`config.mk`:
```
export PLATFORM = sky130hd
export DESIGN_NAME = lrcv_div_unit
export DESIGN_NICKNAME = d
export VERILOG_FILES = /design/src/sv/lrcv_pkg.sv /design/src/sv/lrcv_div_unit.sv
export SDC_FILE = /design/constraint.sdc
export NUM_CORES = 1
export LEC_CHECK = 0
export ABC_CLOCK_PERIOD_IN_PS = 5500
export BUFFER_PORTS_ARGS = -buffer_cell sky130_fd_sc_hd__clkbuf_2
export CELL_PAD_IN_SITES_DETAIL_PLACEMENT = 2
export CELL_PAD_IN_SITES_GLOBAL_PLACEMENT = 2
export CORE_MARGIN = 1
export CORE_UTILIZATION = 36
export CTS_CLUSTER_SIZE = 14
export DETAILED_ROUTE_END_ITERATION = 16
export HOLD_SLACK_MARGIN = 0.03
export PLACE_DENSITY = 0.92
export SLEW_MARGIN = 30
export SYNTH_ARGS = -nofsm -noshare
export SYNTH_HDL_FRONTEND = slang
export SYNTH_SLANG_ARGS = --single-unit
```
`constraint.sdc`:
```
create_clock -name clk -period 5.5 [get_ports clk]
set_clock_uncertainty 0.15 [all_clocks]
set_input_delay 1.1 -clock clk [delete_from_list [all_inputs] [get_ports clk]]
set_output_delay 1.1 -clock clk [all_outputs]
set_load 0.03 [all_outputs]
```
`src/sv/lrcv_pkg.sv`:
```
// ----------------------------------------------------------------------------
// lrcv_pkg
// Shared widths, register indexes and types of the lidar range clip and
// voxel downsample unit.
// ----------------------------------------------------------------------------
package lrcv_pkg;

  localparam int COORD_W    = 24;
  localparam int TIME_W     = 32;
  localparam int RANGE_W    = 23;
  localparam int VOXEL_W    = 16;
  localparam int SQ_W       = 48;
  localparam int HASH_W     = 32;
  localparam int DVS_W      = 17;
  localparam int EPOCH_W    = 8;
  localparam int CFG_AW     = 4;
  localparam int CFG_DW     = 32;

  localparam int TABLE_DEPTH_DEF = 4096;
  localparam int PROBE_LIMIT_DEF = 8;

  localparam logic [HASH_W-1:0] HASH_GOLDEN = 32'h9e3779b9;
  localparam logic [RANGE_W-1:0] MAX_RANGE_RST = 23'd100000;

  // Register indexes (word address)
  localparam logic [1:0] REG_MIN_RANGE  = 2'd0;
  localparam logic [1:0] REG_MAX_RANGE  = 2'd1;
  localparam logic [1:0] REG_VOXEL_SIZE = 2'd2;

  typedef struct packed {
    logic [RANGE_W-1:0] min_range;
    logic [RANGE_W-1:0] max_range;
    logic [VOXEL_W-1:0] voxel_size;
  } cfg_t;

  typedef struct packed {
    logic [COORD_W-1:0] kx;
    logic [COORD_W-1:0] ky;
    logic [COORD_W-1:0] kz;
  } key_t;

endpackage

```
`src/sv/lrcv_div_unit.sv`:
```
// ----------------------------------------------------------------------------
// lrcv_div_unit
// Restoring divider, one quotient bit per cycle, 32-bit dividend.
// ----------------------------------------------------------------------------
module lrcv_div_unit (
  input  logic                          clk,
  input  logic                          rst_n,
  input  logic                          start,
  input  logic [lrcv_pkg::HASH_W-1:0]   dividend,
  input  logic [lrcv_pkg::DVS_W-1:0]    divisor,
  output logic                          done,
  output logic [lrcv_pkg::HASH_W-1:0]   quot,
  output logic [lrcv_pkg::DVS_W-1:0]    rem
);

  localparam int CW = $clog2(lrcv_pkg::HASH_W);

  logic                          busy_r;
  logic                          done_r;
  logic [CW-1:0]                 cnt_r;
  logic [lrcv_pkg::HASH_W-1:0]   quot_r;
  logic [lrcv_pkg::DVS_W-1:0]    rem_r;
  logic [lrcv_pkg::DVS_W-1:0]    dvs_r;
  logic [lrcv_pkg::DVS_W:0]      trial;
  logic [lrcv_pkg::DVS_W:0]      diff;
  logic                          fits;

  // One shift-subtract step
  assign trial = {rem_r, quot_r[lrcv_pkg::HASH_W-1]};
  assign diff  = trial - {1'b0, dvs_r};
  assign fits  = (trial >= {1'b0, dvs_r});

  always_ff @(posedge clk) begin
    if (!rst_n) begin
      busy_r <= 1'b0;
      done_r <= 1'b0;
      cnt_r  <= '0;
    end else begin
      done_r <= 1'b0;
      if (start) begin
        busy_r <= 1'b1;
        cnt_r  <= '0;
      end else if (busy_r) begin
        cnt_r <= cnt_r + 1'b1;
        if (cnt_r == CW'(lrcv_pkg::HASH_W - 1)) begin
          busy_r <= 1'b0;
          done_r <= 1'b1;
        end
      end
    end
  end

  // Datapath
  always_ff @(posedge clk) begin
    if (start) begin
      quot_r <= dividend;
      rem_r  <= '0;
      dvs_r  <= divisor;
    end else if (busy_r) begin
      quot_r <= {quot_r[lrcv_pkg::HASH_W-2:0], fits};
      rem_r  <= fits ? diff[lrcv_pkg::DVS_W-1:0] : trial[lrcv_pkg::DVS_W-1:0];
    end
  end

  assign done = done_r;
  assign quot = quot_r;
  assign rem  = rem_r;

endmodule

```
==> impl_metrics.ini, run 1 <==
[outcome]
status = completed

[routing]
wirelength_um = 11400
antenna_left = 0
drt-initial-drc-count = 76
via_per_inst = 5.24
drt-wirelength-per-cell_um = 19.6
via_count = 3046
route.detailed.drc = 0
drtPass1Iterations = 4

[synthesis]
synth_seq_area_share_pct = 50.0
yosys_warnings = 0
synth_cell_type_count = 55
yosysMostFrequentCell = edfxtp_1
avgSynthCellArea_um2 = 11.5
synthTopCellsByCount = 49 x edfxtp_1, 32 x mux2_2, 29 x nor2_1
dominantRegCellSynth = edfxtp_1
synth_top_area_share_pct = 37.7
synth_cells = 339
synth_seq_cells = 73
yosys-top-cells-area = edfxtp_1 38%, dfxtp_1 12%, mux2_2 9.2%
synth_edf_count = 49
synthArstFlopShare_pct = 0
synth_nets = 411
syn_area_um2 = 3900
yosysTopAreaCell = edfxtp_1

[power]
p_comb_share_pct = 25.6
intPower_mw = 1.01
p_leak_nw = 2.04
clkPwrFrac_pct = 30.1
seq_power_share_pct = 44.3
vdd_drop_max_v = 0.000144
power_density_nw_per_um2 = 324
netSwitchingFraction_pct = 33.9
p_switching_uw = 519

[cells_and_area]
regArea_um2 = 1950
multiInputGateArea_um2 = 1780
nets = 512
n_antenna_cell = 0
fillCellCount = 1094
drive_above_1_share_pct = 37.3
area_growth_pct = 21.1

[global_route]
grt_pass1_vias = 3466
grt_pass1_wl_um = 18200
grt-ovfl-total = 0
grt_max_degree = 68
antenna_found_initial = 0
track_usage_pct = 21.6

[timing]
setup_viol = 0
period_share_pct = 52.4
fin_crit_ns = 2.88
relSlewSlack_pct = 43.9
finalHoldViolCount = 0
tightest_slew_ns = 0.842
drv_slew = 0
whs_ns = 0.368
setup_tns_ns = 0
grt_setup_unrepaired = false
fmax_mhz = 347

[clock_network]
cts_tree = built
clockBufferDepth = 2
clkTransAtPathRegs_ns = 0.09
htreeDepth = 3
cts_hold_buf = 0
postCtsSetupRepairBufs = 0
clock_latency_ns = 0.37
clockRootBuffer = clkbuf_8
cts_buffers = 9
clock-sinks = 73
cts_resized = 0

[worst_setup_path]
crit_path_start = quot[31]$_DFFE_PP_
end_kind = register
path_class = register to register
cp.required_ns = 5.47
worst_setup_path_start_kind = register
worstSetupEndpoint = quot[0]$_DFFE_PP_
reg2reg_from = quot[31]$_DFFE_PP_
r2r-end = quot[0]$_DFFE_PP_
cp_data_arrival_time_ns = 2.85
r2r_setup_slack_ns = 2.62
ff2ff_path_depth = 10
cp_max_fo = 20

[place]
hpwl_um = 8460
gp_congestion = 0.804
portBuffers = 101

[floorplan]
fp.dieH_um = 106
row_count = 37
core_area_um2 = 10400
die_area_um2 = 11300
ios = 102
die_w_um = 106
start_util_pct = 37.5

[worst_hold_path]
holdCritPathClass = register to register

[job]
maxCapViolations = 0
[worst max-delay path, stage by stage (launching register included)]
cell and delay (ns):
edfxtp_1 0.43, inv_1 0.08, ha_1 0.16, inv_1 0.06, fa_1 0.40, a21oi_1 0.28, o22ai_1 0.11, o21a_2 0.27
nand3_2 0.14, nand2_4 0.21, mux2_2 0.34
[cell type report]
cell class	count	area share (%)
clock buffer	10	2.91
sequential	73	41.3
inverter	25	1.99
clock inverter	6	1.54
multi-input combinational	228	37.6
tap	136	3.60
timing repair buffer	103	11.0
[power groups by stage]
stage / combinational (mW) / sequential (mW) / clock [mW]
final: 0.392 / 0.677 / 0.461
after detailed placement: 0.393 / 0.689 / 0
after CTS: 0.396 / 0.679 / 0.471
after global routing: 0.426 / 0.684 / 0.489
after global placement: 0.376 / 0.686 / 0
after floorplan: 0.215 / 0.748 / 0
[registers in the layout, summed over array words and instances (netlist names)]
| signal | cells |
|---|---|
| quot | 32 |
| dvs_r | 17 |
| rem | 17 |
| cnt_r | 5 |
| busy_r | 1 |
| done | 1 |
[per-layer routing]
metal	share of wire (%)	GRT usage [%]	wire length, um	vias to the layer above
met4	2.5	8.93	290	0
met5	0	0	0	-
met3	6.6	6.07	754	19
li1	-	-	-	1439
met1	41	24.1	4680	1473
met2	50	38.3	5690	115
[cell usage in the layout (no fill, tap or decap), types with 3 or more instances in the layout]
cell type	n
edfxtp_1	49
mux2_2	32
a21oi_1	14
clkbuf_8	10
a311oi_1	3
and3_1	4
nor2b_1	3
nand3_1	6
o21ai_0	8
xnor2_1	9
dfxtp_1	24
clkbuf_2	101
ha_1	19
xor2_1	9
nor2_1	29
inv_1	24
a211oi_1	9
mux2i_1	14
o21a_1	3
nand2_1	19
nand2b_1	7
[metrics by stage]
stage / instances / setup slack (ns) / instance area (um2) / power [mW] / util, %
5_1_grt: 581 / 2.46 / 4730 / 1.60 / 45.4
3_3_place_gp: 565 / 2.69 / 4520 / 1.06 / 43.4
2_1_floorplan: 339 / 2.78 / 3900 / 0.963 / -
3_5_place_dp: 565 / 2.63 / 4520 / 1.08 / 43.4
6_report: 581 / 2.62 / 4730 / 1.53 / 45.4
4_1_cts: 581 / 2.63 / 4730 / 1.55 / 45.4
[worst min path at each step]
| stage | startpoint | to | slack, ns | depth (start not counted) |
|---|---|---|---|---|
| final | cnt_r[4]$_SDFFE_PP0P_ | cnt_r[4]$_SDFFE_PP0P_ | 0.37 | 2 |
| after detailed placement | cnt_r[4]$_SDFFE_PP0P_ | cnt_r[4]$_SDFFE_PP0P_ | 0.35 | 2 |
| after CTS | cnt_r[4]$_SDFFE_PP0P_ | cnt_r[4]$_SDFFE_PP0P_ | 0.37 | 2 |
| after global placement | cnt_r[4]$_SDFFE_PP0P_ | cnt_r[4]$_SDFFE_PP0P_ | 0.33 | 2 |
| after floorplan | cnt_r[4]$_SDFFE_PP0P_ | cnt_r[4]$_SDFFE_PP0P_ | 0.32 | 2 |
| after global routing | rem[5]$_SDFFE_PP0P_ | rem[5]$_SDFFE_PP0P_ | 0.42 | 2 |
[logic make-up (layout without fill, tap and decap cells)]
kind of cell | after synthesis | in the layout | synth area share (%)
AOI/OAI and AO/OA | 65 | 65 | 12.2
xor gates and xnor gates | 18 | 18 | 4.04
adders and majority gates | 20 | 20 | 6.61
buffers and inverters | 38 | 144 | 4.36
DFF | 73 | 73 | 50.0
muxes | 46 | 46 | 12.8
and+or+nand+nor | 79 | 79 | 9.97
Power figures use the tool's default switching activity.
==> run 2, diff against run 1 <==
- ABC_CLOCK_PERIOD_IN_PS: 5500 -> 2500
- CORE_UTILIZATION: 36 -> 30
- PLACE_DENSITY: 0.92 -> 0.83
- clock period: 5.5 -> 2.5 ns (I/O delays scaled with it)
==> run 2 against run 1 <==
The flow now finishes with violations (setup timing). Die area is 20% higher. Critical path depth is 2 higher. Count of clock-buffer cells in the layout is 1 higher. Sequential share of layout area is 4.2 points lower. Routed wire length is 4.3% higher. Setup slack worse by 2.7 ns. Final cell count is 11% higher. First-iteration DRC count is 7.9% higher. Clock power grew to 3.0 times the previous value. Critical path type unchanged. Power grew to 2.5 times the previous value. Via count is 3.3% higher. Final area is 12% higher.
==> impl_metrics.ini, run 2 (synthesized netlist as in run 1, its figures left out) <==
[cells_and_area]
utilization_pct = 41.6
drive_above_1_share_pct = 43.6
area_growth_pct = 35.2
nets = 540
n_antenna_cell = 0
layout_commonest_cell = clkbuf_2
final_cell_area_um2 = 5270
largest_reg_flops = 32
fillCellCount = 1349
instances_no_fill = 645
mostFrequentLayoutCells = 101 x clkbuf_2, 49 x edfxtp_1, 32 x mux2_2

[global_route]
antenna_found_initial = 0
grt_pass1_wl_um = 18500
grt_max_degree = 50
grt_pass1_vias = 3565
track_usage_pct = 18.7
grt-ovfl-total = 0

[power]
p_comb_share_pct = 26.4
netSwitchingFraction_pct = 30.7
p_leak_nw = 2.25
power_density_nw_per_um2 = 739
clkPwrFrac_pct = 35.6
vdd_drop_max_v = 0.000324
intPower_mw = 2.70
seq_power_share_pct = 38.0
p_switching_mw = 1.19

[routing]
drt-initial-drc-count = 82
via_count = 3146
antenna_left = 0
wirelength_um = 11900
via_per_inst = 4.88
route.detailed.drc = 0
drtPass1Iterations = 4
drt-wirelength-per-cell_um = 18.5

[floorplan]
row_count = 41
die_area_um2 = 13500
core_area_um2 = 12700
die_w_um = 116
start_util_pct = 30.8
ios = 102
fp.dieH_um = 116

[timing]
setup_ws_ns = -0.0738
grt_setup_unrepaired = true
finalHoldViolCount = 0
tightest_slew_ns = 0.510
fin_crit_ns = 2.57
setup_viol = 8
drv_slew = 0
fmax_mhz = 389
whs_ns = 0.183
period_share_pct = 103
relSlewSlack_pct = 65.6

[worst_hold_path]
holdCritPathClass = input pin to register
hp-start = divisor[15]

[worst_setup_path]
worst_path_dominant_cell_family = compound AO/OA/AOI/OAI gates
cp_data_arrival_time_ns = 2.65
reg2reg_from = quot[31]$_DFFE_PP_
cpPeakStageDelay_ns = 0.41
crit_path_start = quot[31]$_DFFE_PP_
cp.required_ns = 2.57
cp_cell_sequence = inv_2 -> ha_4 -> inv_2 -> fa_2 -> a21oi_4 -> o22ai_1 -> o21a_2 -> buf_6 -> a221oi_4 -> xnor2_1 -> mux2i_1 -> o21ai_1
crit_top_cell = inv_2
timing.critical_path.buf_inv = 3
cp_max_fo = 3
end_kind = register
worst_setup_path_start_kind = register
path_class = register to register
crit_slowest_cell = edfxtp_1

[clock_network]
clockRootBuffer = clkbuf_16
cts_buffers = 9
cts_tree = built
clkTransAtPathRegs_ns = 0.06
cts_hold_buf = 0
clock_latency_ns = 0.34
clock-sinks = 73
clockBufferDepth = 2
htreeDepth = 3

[place]
portBuffers = 101
hpwl_um = 8740
place_area_um2 = 4790
placedCellCount = 625
gp_congestion = 0.852

[job]
maxCapViolations = 0

[outcome]
status = finished with violations
violations = setup timing
run 2: power by group through the flow:
stage / clock, mW / combinational [mW] / sequential, mW
global placement: 0 / 0.927 / 1.50
floorplan: 0 / 0.478 / 1.65
finish: 1.39 / 1.03 / 1.48
CTS: 1.43 / 0.987 / 1.48
global route: 1.48 / 1.11 / 1.49
detailed placement: 0 / 0.960 / 1.50
run 2: worst register-to-register path, cell delays in order (launching register included):
cell      delay [ns]
edfxtp_1        0.41
inv_2           0.09
ha_4            0.13
inv_2           0.04
fa_2            0.39
a21oi_4         0.19
o22ai_1         0.10
o21a_2          0.25
buf_6           0.13
a221oi_4        0.22
xnor2_1         0.11
mux2i_1         0.18
o21ai_1         0.09
run 2: through the flow:
stage | TNS [ns] | power [mW] | worst slack [ns]
after floorplan | -0.0909 | 2.12 | -0.0909
after global placement | 0 | 2.42 | 0.0626
after detailed placement | -0.0317 | 2.46 | -0.0235
after CTS | -0.0242 | 3.90 | -0.0154
after global routing | -2.40 | 4.08 | -0.220
final | -0.168 | 3.90 | -0.0738
run 2: path summary, 6_finish.rpt:
kind / endpoint / slack (ns) / cells past startpoint
worst max register to register: rem[14]$_SDFFE_PP0P_ / -0.07 / 12
worst max-delay path: rem[14]$_SDFFE_PP0P_ / -0.07 / 12
worst min register to register: rem[5]$_SDFFE_PP0P_ / 0.38 / 2
worst min-delay path: dvs_r[15]$_DFFE_PP_ / 0.18 / 1
run 2: final cells by class:
type	instances	area, um2	area share (%)
Clock buffer	11	233	4.41
Timing Repair Buffer	131	783	14.9
Multi-Input combinational cell	228	1910	36.3
Clock inverter	5	80.1	1.52
Sequential cell	73	1950	37.1
Tap cell	172	215	4.08
Inverter	25	93.8	1.78
run 2: what timing repair did:
item,4_1_cts,5_1_grt
hold endpoints to repair,0,0
pin swaps,2,20
gates resized for setup,7,20
setup endpoints to repair,9,18
buffers inserted,2,2
run 2: metal layers:
layer | part of all wire (%) | vias up | global-route usage, % | routed length, um
met4 | 1.8 | 0 | 6.58 | 215
met3 | 7.0 | 17 | 7.85 | 830
met5 | 0 | - | 0 | 0
met1 | 40 | 1530 | 19.2 | 4790
met2 | 51 | 108 | 33.8 | 6070
li1 | - | 1491 | - | -
==> run 3, diff against run 2 <==
- CORE_ASPECT_RATIO: not set -> 0.7
- CORE_UTILIZATION: 30 -> 25
- PLACE_DENSITY: 0.83 -> 0.72
==> run 3 against run 2 <==
The flow still finishes with violations (setup timing). Sequential share of layout area decreased by 2.3 points. Via count increased by 6.2%. Sequential power barely moved. Final cell count grew 8.4%. Count of clock-buffer cells in the layout down 1. Non-clock buffer count up 27. Clock power up 4%. Routed wire length is 23% higher. Critical endpoint unchanged. Largest power group unchanged. Highest routed layer unchanged.
==> impl_metrics.ini, run 3 (synthesized netlist as in run 1, its figures left out) <==
[global_route]
track_usage_pct = 17.6
grt_pass1_vias = 3660
grt_pass1_wl_um = 21200
grt_max_degree = 51
grt-ovfl-total = 0
antenna_found_initial = 1

[job]
maxCapViolations = 0

[floorplan]
core_area_um2 = 15000
fp.dieH_um = 107
start_util_pct = 26.1
row_count = 37
ios = 102
die_w_um = 151
die_area_um2 = 16100

[worst_setup_path]
worst_setup_path_start_kind = register
cp.required_ns = 2.60
cp_max_fo = 3
cp_data_arrival_time_ns = 2.72
path_class = register to register
end_kind = register

[clock_network]
cts_hold_buf = 0
htreeDepth = 3
clock-sinks = 73
cts_buffers = 9
clkTransAtPathRegs_ns = 0.06
clock_latency_ns = 0.34
clockBufferDepth = 2
cts_tree = built
clockRootBuffer = clkbuf_16

[place]
gp_congestion = 0.804
hpwl_um = 9630
portBuffers = 101

[timing]
setup_ws_ns = -0.111
fmax_mhz = 383
tightest_slew_ns = 0.474
relSlewSlack_pct = 68.1
grt_setup_unrepaired = true
finalHoldViolCount = 0
setup_tns_ns = -0.753
setup_viol = 16
period_share_pct = 104
whs_ns = 0.185
drv_slew = 0
fin_crit_ns = 2.61

[power]
p_leak_nw = 2.43
power_density_nw_per_um2 = 732
vdd_drop_max_v = 0.000433

[cells_and_area]
regArea_um2 = 1950
mostFrequentLayoutCells = 101 x clkbuf_2, 53 x buf_4, 49 x edfxtp_1
multiInputGateArea_um2 = 2030
area_growth_pct = 43.9
largest_reg_flops = 32
nets = 570
drive_above_1_share_pct = 48.5
fillCellCount = 1576
layout_commonest_cell = clkbuf_2

[routing]
drt-wirelength-per-cell_um = 20.9
route.detailed.drc = 0
drtPass1Iterations = 4
wirelength_um = 14600
antenna_left = 0
drt-initial-drc-count = 174
via_per_inst = 4.78
via_count = 3340

[outcome]
violations = setup timing
status = finished with violations

[worst_hold_path]
holdCritPathClass = input pin to register
[run 3: final timing paths]
check	cells after the start	start	to	slack [ns]
setup reg to reg	12	quot[31]$_DFFE_PP_	rem[14]$_SDFFE_PP0P_	-0.11
hold reg to reg	2	cnt_r[3]$_SDFFE_PP0P_	cnt_r[3]$_SDFFE_PP0P_	0.39
hold / removal	1	divisor[6]	dvs_r[6]$_DFFE_PP_	0.18
setup / recovery	12	quot[31]$_DFFE_PP_	rem[14]$_SDFFE_PP0P_	-0.11
[run 3: power by group]
part           leakage, nW  total [mW]  switching, mW  internal, mW
clock network        0.159        1.45          0.545         0.905
registers            0.685        1.47         0.0622          1.41
logic                 1.58        1.19          0.706         0.480
[run 3: worst max-delay path: stages, from the launching register on]
cell	delay, ns
edfxtp_1	0.42
inv_2	0.10
ha_4	0.13
inv_2	0.03
fa_2	0.37
a21oi_4	0.19
o22ai_2	0.10
o21a_2	0.24
buf_6	0.13
a221oi_4	0.25
xnor2_1	0.15
mux2i_1	0.09
o21ai_1	0.16
[run 3: cell type report]
cell class                 instances  share of cell area, %
sequential                        73                   34.8
clock inverter                     6                   1.60
tap                              195                   4.35
antenna                            1                 0.0446
inverter                          25                   1.67
clock buffer                      10                   4.26
timing repair buffer             158                   17.0
multi-input combinational        231                   36.2
[run 3: metrics by stage]
step           utilization [%]  cells  area [um2]  setup WS, ns  power, mW
2_1_floorplan                -    339        3920       -0.0909       2.12
3_3_place_gp              33.1    669        4950      -0.00287       2.47
3_5_place_dp              33.1    669        4950        -0.132       2.51
4_1_cts                   35.9    690        5370        -0.116       4.02
5_1_grt                   37.5    699        5610        -0.193       4.27
6_report                  37.5    699        5610        -0.111       4.11
[run 3: timing repair]
item                       4_1_cts  5_1_grt
setup buffers                    4        6
hold endpoints to repair         0        0
resized for setup               10       26
cloned                           1        2
setup endpoints to repair       18       18
pin swaps                        9       19
[run 3: routing by layer]
layer | up-vias | track usage (%) | part of all wire (%)
li1 | 1560 | - | -
met1 | 1682 | 23.0 | 45
met2 | 74 | 28.6 | 49
met3 | 24 | 3.56 | 3.0
met4 | 0 | 6.00 | 2.9
met5 | - | 0 | 0
