$ cat config.mk
export PLATFORM = sky130hd
export DESIGN_NAME = lrcv_cfg_regs
export DESIGN_NICKNAME = d
export VERILOG_FILES = /design/src/sv/lrcv_pkg.sv /design/src/sv/lrcv_cfg_regs.sv
export SDC_FILE = /design/constraint.sdc
export NUM_CORES = 1
export LEC_CHECK = 0
export BUFFER_PORTS_ARGS = -buffer_cell sky130_fd_sc_hd__buf_4
export CAP_MARGIN = 5
export CORE_MARGIN = 2
export CORE_UTILIZATION = 47
export DETAILED_ROUTE_END_ITERATION = 8
export MAX_ROUTING_LAYER = met4
export PLACE_DENSITY = 0.86
export SETUP_SLACK_MARGIN = 0.05
export SLEW_MARGIN = 15
export SYNTH_ARGS = -nofsm -noshare
export SYNTH_HDL_FRONTEND = slang
export SYNTH_SLANG_ARGS = --single-unit
$ cat constraint.sdc
create_clock -name clk -period 1.26 [get_ports clk]
set_input_delay 0 -clock clk [delete_from_list [all_inputs] [get_ports clk]]
set_output_delay 0 -clock clk [all_outputs]
set_load 0.03 [all_outputs]
$ cat src/sv/lrcv_pkg.sv
// ----------------------------------------------------------------------------
// lrcv_pkg
// Shared widths, register indexes and types of the lidar range clip and
// voxel downsample unit.
// ----------------------------------------------------------------------------
package lrcv_pkg;

  localparam int COORD_W    = 24;
  localparam int TIME_W     = 32;
  localparam int RANGE_W    = 23;
  localparam int VOXEL_W    = 16;
  localparam int SQ_W       = 48;
  localparam int HASH_W     = 32;
  localparam int DVS_W      = 17;
  localparam int EPOCH_W    = 8;
  localparam int CFG_AW     = 4;
  localparam int CFG_DW     = 32;

  localparam int TABLE_DEPTH_DEF = 4096;
  localparam int PROBE_LIMIT_DEF = 8;

  localparam logic [HASH_W-1:0] HASH_GOLDEN = 32'h9e3779b9;
  localparam logic [RANGE_W-1:0] MAX_RANGE_RST = 23'd100000;

  // Register indexes (word address)
  localparam logic [1:0] REG_MIN_RANGE  = 2'd0;
  localparam logic [1:0] REG_MAX_RANGE  = 2'd1;
  localparam logic [1:0] REG_VOXEL_SIZE = 2'd2;

  typedef struct packed {
    logic [RANGE_W-1:0] min_range;
    logic [RANGE_W-1:0] max_range;
    logic [VOXEL_W-1:0] voxel_size;
  } cfg_t;

  typedef struct packed {
    logic [COORD_W-1:0] kx;
    logic [COORD_W-1:0] ky;
    logic [COORD_W-1:0] kz;
  } key_t;

endpackage

$ cat src/sv/lrcv_cfg_regs.sv
// ----------------------------------------------------------------------------
// lrcv_cfg_regs
// APB-style register file: minimum range, maximum range, voxel size.
// ----------------------------------------------------------------------------
module lrcv_cfg_regs (
  input  logic                          clk,
  input  logic                          rst_n,
  input  logic                          psel,
  input  logic                          penable,
  input  logic                          pwrite,
  input  logic [lrcv_pkg::CFG_AW-1:0]   paddr,
  input  logic [lrcv_pkg::CFG_DW-1:0]   pwdata,
  output logic [lrcv_pkg::CFG_DW-1:0]   prdata,
  output logic                          pready,
  output lrcv_pkg::cfg_t                cfg
);

  lrcv_pkg::cfg_t cfg_r;
  logic           wr_en;

  assign pready = 1'b1;
  assign wr_en  = psel & penable & pwrite;
  assign cfg    = cfg_r;

  // Write the addressed register, mask to its width
  always_ff @(posedge clk) begin
    if (!rst_n) begin
      cfg_r.min_range  <= '0;
      cfg_r.max_range  <= lrcv_pkg::MAX_RANGE_RST;
      cfg_r.voxel_size <= '0;
    end else if (wr_en) begin
      case (paddr[3:2])
        lrcv_pkg::REG_MIN_RANGE:  cfg_r.min_range  <= pwdata[lrcv_pkg::RANGE_W-1:0];
        lrcv_pkg::REG_MAX_RANGE:  cfg_r.max_range  <= pwdata[lrcv_pkg::RANGE_W-1:0];
        lrcv_pkg::REG_VOXEL_SIZE: cfg_r.voxel_size <= pwdata[lrcv_pkg::VOXEL_W-1:0];
        default: ;
      endcase
    end
  end

  // Read back
  always_comb begin
    case (paddr[3:2])
      lrcv_pkg::REG_MIN_RANGE:  prdata = lrcv_pkg::CFG_DW'(cfg_r.min_range);
      lrcv_pkg::REG_MAX_RANGE:  prdata = lrcv_pkg::CFG_DW'(cfg_r.max_range);
      lrcv_pkg::REG_VOXEL_SIZE: prdata = lrcv_pkg::CFG_DW'(cfg_r.voxel_size);
      default:                  prdata = '0;
    endcase
  end

endmodule

==> results.py, run 1 <==
metrics = {
    "setup_path": {
        "worstPathRequired_ps": 1260,
        "worst_path_max_delay_cell": "dfxtp_2",
        "criticalPathCategory": "reg2out",
        "critical_path_buf_inv_count": 1,
        "timing.rr.start": "cfg[17]$_SDFFE_PN0P_",
        "r2r_cells": 2,
        "cp.arrival_ps": 1110,
        "crit_chain": "mux2i_1, o21ai_1, buf_4",
        "r2r_end": "cfg[17]$_SDFFE_PN0P_",
        "crit_family": "flip-flops",
        "crit_fanout": 3,
        "critPathCaptureType": "primary output",
        "r2r_setup_slack_ps": 590,
        "crit_path_max_incr_delay_ps": 340,
        "worst_setup_path_start_kind": "flop",
    },
    "sta": {
        "hold_viol_final": 0,
        "finalCritPeriodShare_pct": 87.79,
        "setup_viol": 0,
        "skew_ps": 0,
        "period_needed_ps": 1106,
        "rsz0062_at_grt": "false",
        "tns_ps": 0,
        "hold_ws_ps": 78.27,
        "fmax_mhz": 904.0,
        "maxSlewViolCount": 0,
    },
    "global_route": {
        "track_usage_pct": 23.92,
        "grt-ovfl-total": 0,
        "antenna_found_initial": 0,
        "grt_pass1_vias": 2552,
        "grt_max_degree": 36,
        "grt_pass1_wl_um": 11980,
    },
    "die": {
        "io_pins": 136,
        "dieArea_um2": 6838,
        "die_w_um": 82.69,
        "rows": 28,
        "core_um2": 5956,
        "initial_utilization_pct": 48.87,
        "dieHeight_um": 82.69,
    },
    "detailed_routing": {
        "first_pass_iters": 4,
        "ant_nets": 0,
        "drt_wl_total_um": 7768,
        "vias": 2651,
        "top_layer": "met4",
        "drt-wirelength-per-cell_um": 14.52,
        "dr_wl_met3_um": 419,
        "wl_met2_um": 3901,
        "first_iter_violations": 74,
        "drcViolationCount": 0,
        "routed_via_density": 4.955,
        "wl_met1_um": 3308,
    },
    "min_path": {
        "min_path_type": "in2reg",
        "worstHoldEndpoint": "cfg[35]$_SDFFE_PN0P_",
        "min_from": "rst_n",
        "whs_path_depth": 3,
    },
    "synth": {
        "synth_area_um2": 2910,
        "synth.distinct_cells": 17,
        "synth.avg_cell_area_um2": 9.123,
        "ys_seq_elements": 62,
        "synthCells": 319,
        "ys_warn_count": 0,
        "synth_seq_area_share_pct": 42.65,
    },
    "finish": {
        "fillers": 459,
        "area_growth_pct": 45.70,
        "drive_gt1_share_pct": 32.39,
        "largest_reg_flops": 62,
        "diodes": 0,
        "nets": 496,
        "multiInputGateArea_um2": 1493,
        "ff_latch_area_um2": 1245,
    },
    "clocking": {
        "clk_path_buf_depth": 2,
        "cts_tree": "done",
        "clock_latency_ps": 330,
        "cts_inserted_buffers": 9,
        "clk_pin_slew_ps": 70,
        "h-tree-depth": 3,
        "cts_sinks": 62,
        "root_buffer": "clkbuf_8",
    },
    "pwr": {
        "vdd_drop_max_uv": 640.6,
        "p_int_mw": 2.998,
        "switching_share_pct": 26.66,
        "total_leakage_power_nw": 1.896,
        "p_per_area_nw_per_um2": 964.1,
        "p_seq_share_pct": 49.1,
        "p_sw_mw": 1.090,
        "clkPwrFrac_pct": 36.5,
        "pwr-share-comb_pct": 14.4,
    },
    "run_status": {
        "status": "finished, final reports clean",
    },
    "job": {
        "cap_violations": 0,
    },
    "placed_design": {
        "portBuffers": 114,
        "gp_congestion": 0.7511,
        "dp_hpwl_um": 5428,
    },
}
[layout make-up]
class                           instances  area share, %
Clock buffer                           12          3.423
Clock inverter                          4         0.5311
Multi-Input combinational cell        231          35.20
Sequential cell                        62          29.36
Tap cell                               75          2.213
Timing Repair Buffer                  151          29.27
[power groups by stage]
stage / combinational (mW) / sequential, mW / clock [mW]
after floorplan: 0.299 / 2.10 / 0
final: 0.587 / 2.01 / 1.49
after CTS: 0.587 / 2.01 / 1.51
after detailed placement: 0.528 / 2.05 / 0
after global placement: 0.518 / 2.05 / 0
after global routing: 0.628 / 2.01 / 1.60
[cell usage after synthesis]
library cell  instances  area (µm²)
nand2_1              95       356.6
mux2i_1              85       850.8
dfxtp_1              62        1241
buf_4                15       112.6
o21ai_0              15       75.07
nor2b_1              13       81.33
clkbuf_1             12       45.04
nor2_1                7       26.28
buf_2                 4       20.02
buf_6                 3       33.78
conb_1                2       7.510
nand3_2               1       10.01
nor3_4                1       16.27
nor3b_1               1       7.510
nor3b_2               1       12.51
o21ai_1               1       5.000
or3b_1                1       8.760
[placed cells by master, fill, tap and decap left out, drive strengths merged]
cell         netlist  layout
nor2b             13      13
or3b               1       1
nor3b              2       2
clkinv             0       3
clkbuf            12      12
dlygate4sd3        0      23
nor2               7       7
nand3              1       1
buf               22     128
o21ai             16      16
dfxtp             62      62
clkinvlp           0       1
mux2i             85      85
nand2             95      95
conb               2      10
nor3               1       1
[worst reg2reg max path, stage by stage, from the launching register on]
cell,delay [ps]
dfxtp_1,370
nand2_1,90
mux2i_1,140
[cells by family (layout without fill, tap and decap cells)]
kind of cell,Yosys count,in the layout,share of synthesized area [%]
compound gates,16,16,2.751
buf+inv,34,167,7.266
flops,62,62,42.65
mux,85,85,29.23
other cells,2,10,0.2580
simple gates,120,120,17.84
[timing repair]
| item | in CTS | in global routing |
|---|---|---|
| setup buffers | 0 | 0 |
| resized for setup | 0 | 3 |
| endpoints found under the setup margin | 0 | 2 |
| hold endpoints to repair | 58 | 0 |
| hold buffers | 23 | 0 |
[layer usage]
metal / GRT usage [%] / vias to the layer above
met5: - / -
met4: 9.836 / 0
met3: 4.674 / 14
met2: 41.21 / 88
met1: 27.20 / 1245
li1: - / 1304
[worst max-delay path by stage]
stage                                     from                   end  slack [ps]  cells after the start
after CTS                 cfg[21]$_SDFFE_PN1P_             prdata[5]         120                      3
final                     cfg[21]$_SDFFE_PN1P_             prdata[5]         150                      3
after detailed placement                pwrite  cfg[17]$_SDFFE_PN0P_         150                      5
after global placement                  pwrite  cfg[38]$_SDFFE_PN0P_         190                      5
after floorplan           cfg[26]$_SDFFE_PN1P_            prdata[10]         170                      2
after global routing      cfg[16]$_SDFFE_PN0P_             prdata[0]          70                      3
[per-stage QoR]
step	cells	cell area (µm²)	setup WS [ps]	power [mW]	util, %
finish	535	4240	153.9	4.088	71.20
global route	535	4240	66.30	4.239	71.20
CTS	535	4237	118.1	4.108	71.13
detailed placement	496	3839	149.3	2.578	64.45
global placement	496	3839	192.7	2.566	64.45
floorplan	327	2940	169.9	2.396	-
No activity file was read; power rests on OpenSTA's default activity.
==> run 2, diff against run 1 <==
==> constraint.sdc (replaced) <==
create_clock -name clk -period 1.15 [get_ports clk]
set_input_delay 0 -clock clk [delete_from_list [all_inputs] [get_ports clk]]
set_output_delay 0 -clock clk [all_outputs]
set_load 0.03 [all_outputs]
==> run 2 against run 1 <==
Cell count is 1.3% higher. Sequential power is 9% higher. Utilization increased by 2.5 points. Wire length increased by 3.6%. Worst setup slack worse by 120 ps. Clock skew is the same. Count of clock-buffer cells in the layout fell by 3. Global-route usage shrank 0.32 points. Critical path depth did not move. Combinational power grew 9.4%. Non-clock buffer count grew 7. Critical endpoint unchanged. Largest power group is now the clock network.
==> results.py, run 2 (synthesized netlist as in run 1, its figures left out) <==
metrics = {
    "run_status": {
        "status": "finished, final reports clean",
    },
    "setup_path": {
        "critical_path_buf_inv_count": 1,
        "criticalPathCategory": "reg2out",
        "r2r_setup_slack_ps": 400,
        "crit_fanout": 2,
        "timing.rr.start": "cfg[21]$_SDFFE_PN1P_",
        "r2r_cells": 3,
        "worst_path_max_delay_cell": "dfxtp_2",
        "crit_path_max_incr_delay_ps": 340,
        "cp.arrival_ps": 1110,
        "crit_family": "flip-flops",
        "worst_setup_path_start_kind": "flop",
        "crit_chain": "mux2i_1, o21ai_1, buf_4",
        "r2r_end": "cfg[21]$_SDFFE_PN1P_",
        "worstPathRequired_ps": 1150,
        "critPathCaptureType": "primary output",
    },
    "detailed_routing": {
        "vias": 2706,
        "ant_nets": 0,
        "first_pass_iters": 4,
        "routed_via_density": 4.993,
        "drt_wl_total_um": 8049,
        "first_iter_violations": 136,
        "drcViolationCount": 0,
        "drt-wirelength-per-cell_um": 14.85,
    },
    "clocking": {
        "cts_inserted_buffers": 9,
        "clk_pin_slew_ps": 70,
        "clock_latency_ps": 330,
        "cts_sinks": 62,
        "cts_tree": "done",
        "root_buffer": "clkbuf_8",
        "clk_path_buf_depth": 2,
        "h-tree-depth": 3,
    },
    "sta": {
        "finalCritPeriodShare_pct": 96.88,
        "fmax_mhz": 897.6,
        "hold_ws_ps": 7.730,
        "tns_ps": 0,
        "maxSlewViolCount": 0,
        "skew_ps": 0,
        "period_needed_ps": 1114,
        "hold_viol_final": 0,
        "rsz0062_at_grt": "true",
        "setup_viol": 0,
        "fin_ws_ps": 35.87,
    },
    "global_route": {
        "use_met2_pct": 40.65,
        "grt-ovfl-total": 0,
        "grt_pass1_vias": 2555,
        "globalRouteMet3Util_pct": 4.130,
        "grt_pass1_wl_um": 11910,
        "antenna_found_initial": 0,
        "grt_max_degree": 38,
        "top_usage_layer": "met2",
        "grt_use_met1_pct": 27.84,
        "track_usage_pct": 23.60,
    },
    "finish": {
        "ff_latch_area_um2": 1290,
        "area_growth_pct": 50.73,
        "largest_reg_flops": 62,
        "fin_area_um2": 4387,
        "nets": 503,
        "layout_commonest_cell": "buf_4",
        "drive_gt1_share_pct": 41.97,
        "diodes": 0,
        "multiInputGateArea_um2": 1493,
        "fillers": 433,
        "layout_common_cells": "buf_4, nand2_1, mux2i_1, dfxtp_2, dfxtp_1",
    },
    "die": {
        "dieArea_um2": 6838,
        "initial_utilization_pct": 48.87,
        "dieHeight_um": 82.69,
        "io_pins": 136,
        "rows": 28,
        "core_um2": 5956,
        "die_w_um": 82.69,
    },
    "pwr": {
        "pwr-share-comb_pct": 12.4,
        "p_seq_share_pct": 42.4,
        "total_leakage_power_nw": 1.972,
        "clkPwrFrac_pct": 45.2,
        "switching_share_pct": 24.80,
        "p_int_mw": 3.900,
        "vdd_drop_max_uv": 756.6,
        "p_sw_mw": 1.286,
        "p_per_area_nw_per_um2": 1182,
    },
    "placed_design": {
        "placedInstanceArea_um2": 3821,
        "gp_congestion": 0.7847,
        "portBuffers": 114,
        "dp_hpwl_um": 5476,
        "place_ws_ps": 51.62,
    },
    "job": {
        "cap_violations": 0,
    },
    "min_path": {
        "min_from": "pwdata[14]",
        "whs_path_depth": 3,
        "worstHoldEndpoint": "cfg[53]$_SDFFE_PN0P_",
        "min_path_type": "in2reg",
    },
}
## run 2: timing repair
item	in CTS	in global routing
pin swaps	1	4
hold buffers	21	0
resized for setup	7	32
setup buffers	2	6
setup endpoints to repair	5	21
hold endpoints to repair	56	0
## run 2: worst register-to-register path, delay by kind of cell (launching register included)
| kind | cells | cell delay, ps |
|---|---|---|
| mux | 1 | 70 |
| flops | 1 | 330 |
| simple gates | 1 | 110 |
| buf+inv | 1 | 130 |
## run 2: area by class of cell
cell class                      count  share of cell area [%]
Clock inverter                      7                   2.795
Tap cell                           75                   2.139
Sequential cell                    62                   29.41
Clock buffer                        9                   2.824
Timing Repair Buffer              158                   28.81
Multi-Input combinational cell    231                   34.03
## run 2: how the worst max path moves through the flow
stage,from,end,slack [ps],depth (start not counted)
after global routing,cfg[22]$_SDFFE_PN0P_,prdata[6],-20,3
after global placement,pwrite,cfg[38]$_SDFFE_PN0P_,80,5
after floorplan,cfg[26]$_SDFFE_PN1P_,prdata[10],60,2
final,cfg[44]$_SDFFE_PN0P_,prdata[5],40,3
after detailed placement,pwrite,cfg[38]$_SDFFE_PN0P_,50,5
after CTS,cfg[44]$_SDFFE_PN0P_,prdata[5],20,3
## run 2: power by group through the flow
stage | clock (mW) | combinational [mW] | sequential (mW)
global route | 2.48 | 0.686 | 2.20
finish | 2.34 | 0.642 | 2.20
detailed placement | 0 | 0.574 | 2.25
global placement | 0 | 0.564 | 2.24
CTS | 2.36 | 0.635 | 2.20
floorplan | 0 | 0.328 | 2.30
## run 2: stage by stage
stage	power (mW)	cells	utilization (%)
5_1_grt	5.365	542	73.66
3_5_place_dp	2.821	497	64.16
3_3_place_gp	2.808	497	64.16
2_1_floorplan	2.625	327	-
4_1_cts	5.193	536	72.23
6_report	5.186	542	73.66
## run 2: routing by layer
metal | part of all wire [%] | vias to the layer above
met5 | 0 | -
met2 | 51 | 99
met1 | 43 | 1276
met3 | 5.4 | 8
li1 | - | 1323
met4 | 0.91 | 0
==> run 3, diff against run 2 <==
==> constraint.sdc (replaced) <==
create_clock -name clk -period 1.17 [get_ports clk]
set_input_delay 0 -clock clk [delete_from_list [all_inputs] [get_ports clk]]
set_output_delay 0 -clock clk [all_outputs]
set_load 0.03 [all_outputs]
==> run 3 against run 2 <==
Highest routed layer unchanged. Die area did not move. Combinational power rose by 0.8%. Register-to-register slack improved by 30 ps. Clock skew did not move.
==> results.py, run 3 (synthesized netlist as in run 1, its figures left out) <==
metrics = {
    "run_status": {
        "status": "finished, final reports clean",
    },
    "sta": {
        "maxSlewViolCount": 0,
        "skew_ps": 0,
        "rsz0062_at_grt": "true",
        "period_needed_ps": 1127,
        "fin_ws_ps": 42.59,
        "setup_viol": 0,
        "fmax_mhz": 887.0,
        "hold_viol_final": 0,
        "finalCritPeriodShare_pct": 96.36,
    },
    "setup_path": {
        "worst_path_max_delay_cell": "dfxtp_2",
        "critPathCaptureType": "primary output",
        "r2r_cells": 3,
        "timing.rr.start": "cfg[21]$_SDFFE_PN1P_",
        "crit_chain": "mux2i_1, o21ai_1, buf_4",
        "r2r_setup_slack_ps": 430,
        "worst_setup_path_start_kind": "flop",
        "cp.arrival_ps": 1130,
        "worstPathRequired_ps": 1170,
        "crit_path_max_incr_delay_ps": 350,
        "r2r_end": "cfg[21]$_SDFFE_PN1P_",
        "crit_fanout": 3,
        "criticalPathCategory": "reg2out",
    },
    "finish": {
        "largest_reg_flops": 62,
        "layout_common_cells": "buf_4, nand2_1, mux2i_1, dfxtp_2",
        "diodes": 0,
        "layout_commonest_cell": "buf_4",
        "nets": 504,
        "area_growth_pct": 52.54,
        "stdcell_count": 542,
        "drive_gt1_share_pct": 41.54,
        "fillers": 405,
    },
    "placed_design": {
        "portBuffers": 114,
        "place_ws_ps": 61.54,
        "place_inst": 496,
        "gp_congestion": 0.7945,
        "dp_hpwl_um": 5362,
    },
    "pwr": {
        "total_power_mw": 4.880,
        "total_leakage_power_nw": 1.991,
        "p_per_area_nw_per_um2": 1099,
        "vdd_drop_max_uv": 884.9,
    },
    "clocking": {
        "clk_path_buf_depth": 2,
        "cts_tree": "done",
        "clk_pin_slew_ps": 60,
        "cts_sinks": 62,
        "clock_latency_ps": 340,
        "root_buffer": "clkbuf_8",
        "h-tree-depth": 3,
        "cts_inserted_buffers": 9,
    },
    "global_route": {
        "grt_pass1_wl_um": 11920,
        "antenna_found_initial": 0,
        "grt_pass1_vias": 2502,
        "grt_max_degree": 36,
        "grt-ovfl-total": 0,
        "track_usage_pct": 24.24,
    },
    "min_path": {
        "whs_path_depth": 3,
        "min_from": "rst_n",
        "worstHoldEndpoint": "cfg[52]$_SDFFE_PN0P_",
        "min_path_type": "in2reg",
    },
    "detailed_routing": {
        "routed_via_density": 5.017,
        "drcViolationCount": 0,
        "first_iter_violations": 127,
        "vias": 2719,
        "ant_nets": 0,
        "drt_wl_total_um": 7954,
        "drt-wirelength-per-cell_um": 14.68,
        "first_pass_iters": 4,
    },
    "die": {
        "rows": 28,
        "dieHeight_um": 82.69,
        "io_pins": 136,
        "initial_utilization_pct": 48.87,
        "die_w_um": 82.69,
        "core_um2": 5956,
        "dieArea_um2": 6838,
    },
    "job": {
        "cap_violations": 0,
    },
}
==> run 3: cell type report <==
cell class | instances | area, µm² | area share (%)
clock inverter | 4 | 70.07 | 1.578
clock buffer | 11 | 151.4 | 3.410
multi-input combinational | 231 | 1493 | 33.62
timing repair buffer | 159 | 1339 | 30.16
sequential | 62 | 1292 | 29.11
tap | 75 | 93.84 | 2.114
==> run 3: through the flow <==
step	setup TNS [ps]	util [%]	hold WS, ps	instance area [µm²]
finish	0	74.54	60.03	4439
global route	-20.70	74.54	60.58	4439
CTS	0	72.92	57.71	4343
detailed placement	0	65.08	277.1	3876
global placement	0	65.08	268.2	3876
floorplan	0	-	142.2	2940
==> run 3: worst max-delay path by stage <==
stage / endpoint / cells after the start / from
after floorplan: prdata[10] / 2 / cfg[26]$_SDFFE_PN1P_
after global placement: cfg[38]$_SDFFE_PN0P_ / 5 / pwrite
after detailed placement: cfg[22]$_SDFFE_PN0P_ / 5 / pwrite
after CTS: prdata[5] / 3 / cfg[44]$_SDFFE_PN0P_
after global routing: prdata[10] / 3 / cfg[49]$_SDFFE_PN0P_
final: prdata[10] / 3 / cfg[49]$_SDFFE_PN0P_
==> run 3: power breakdown <==
part | total, mW | leakage, nW | internal [mW] | switching (mW)
combinational | 0.647 | 1.36 | 0.285 | 0.362
clock | 2.07 | 0.115 | 1.30 | 0.775
sequential | 2.16 | 0.515 | 2.14 | 0.0228
==> run 3: metal layers <==
| metal | track usage (%) | routed length (µm) | part of all wire [%] | up-vias |
|---|---|---|---|---|
| li1 | - | - | - | 1318 |
| met1 | 27.03 | 3181 | 40 | 1282 |
| met2 | 41.13 | 4045 | 51 | 104 |
| met3 | 8.478 | 593 | 7.5 | 15 |
| met4 | 6.885 | 133 | 1.7 | 0 |
| met5 | - | 0 | 0 | - |
==> run 3: worst max-delay path, delay by kind of cell (launching register included) <==
family	cells	cell delay (ps)
compound gates	1	180
mux	1	70
buf+inv	1	190
flops	1	350
==> run 3: timing repair <==
| item | 4_1_cts | 5_1_grt |
|---|---|---|
| pin swaps | 2 | 4 |
| gates resized for setup | 6 | 34 |
| hold buffers | 23 | 0 |
| setup buffers | 1 | 7 |
| hold endpoints to repair | 59 | 0 |
| setup endpoints to repair | 4 | 20 |
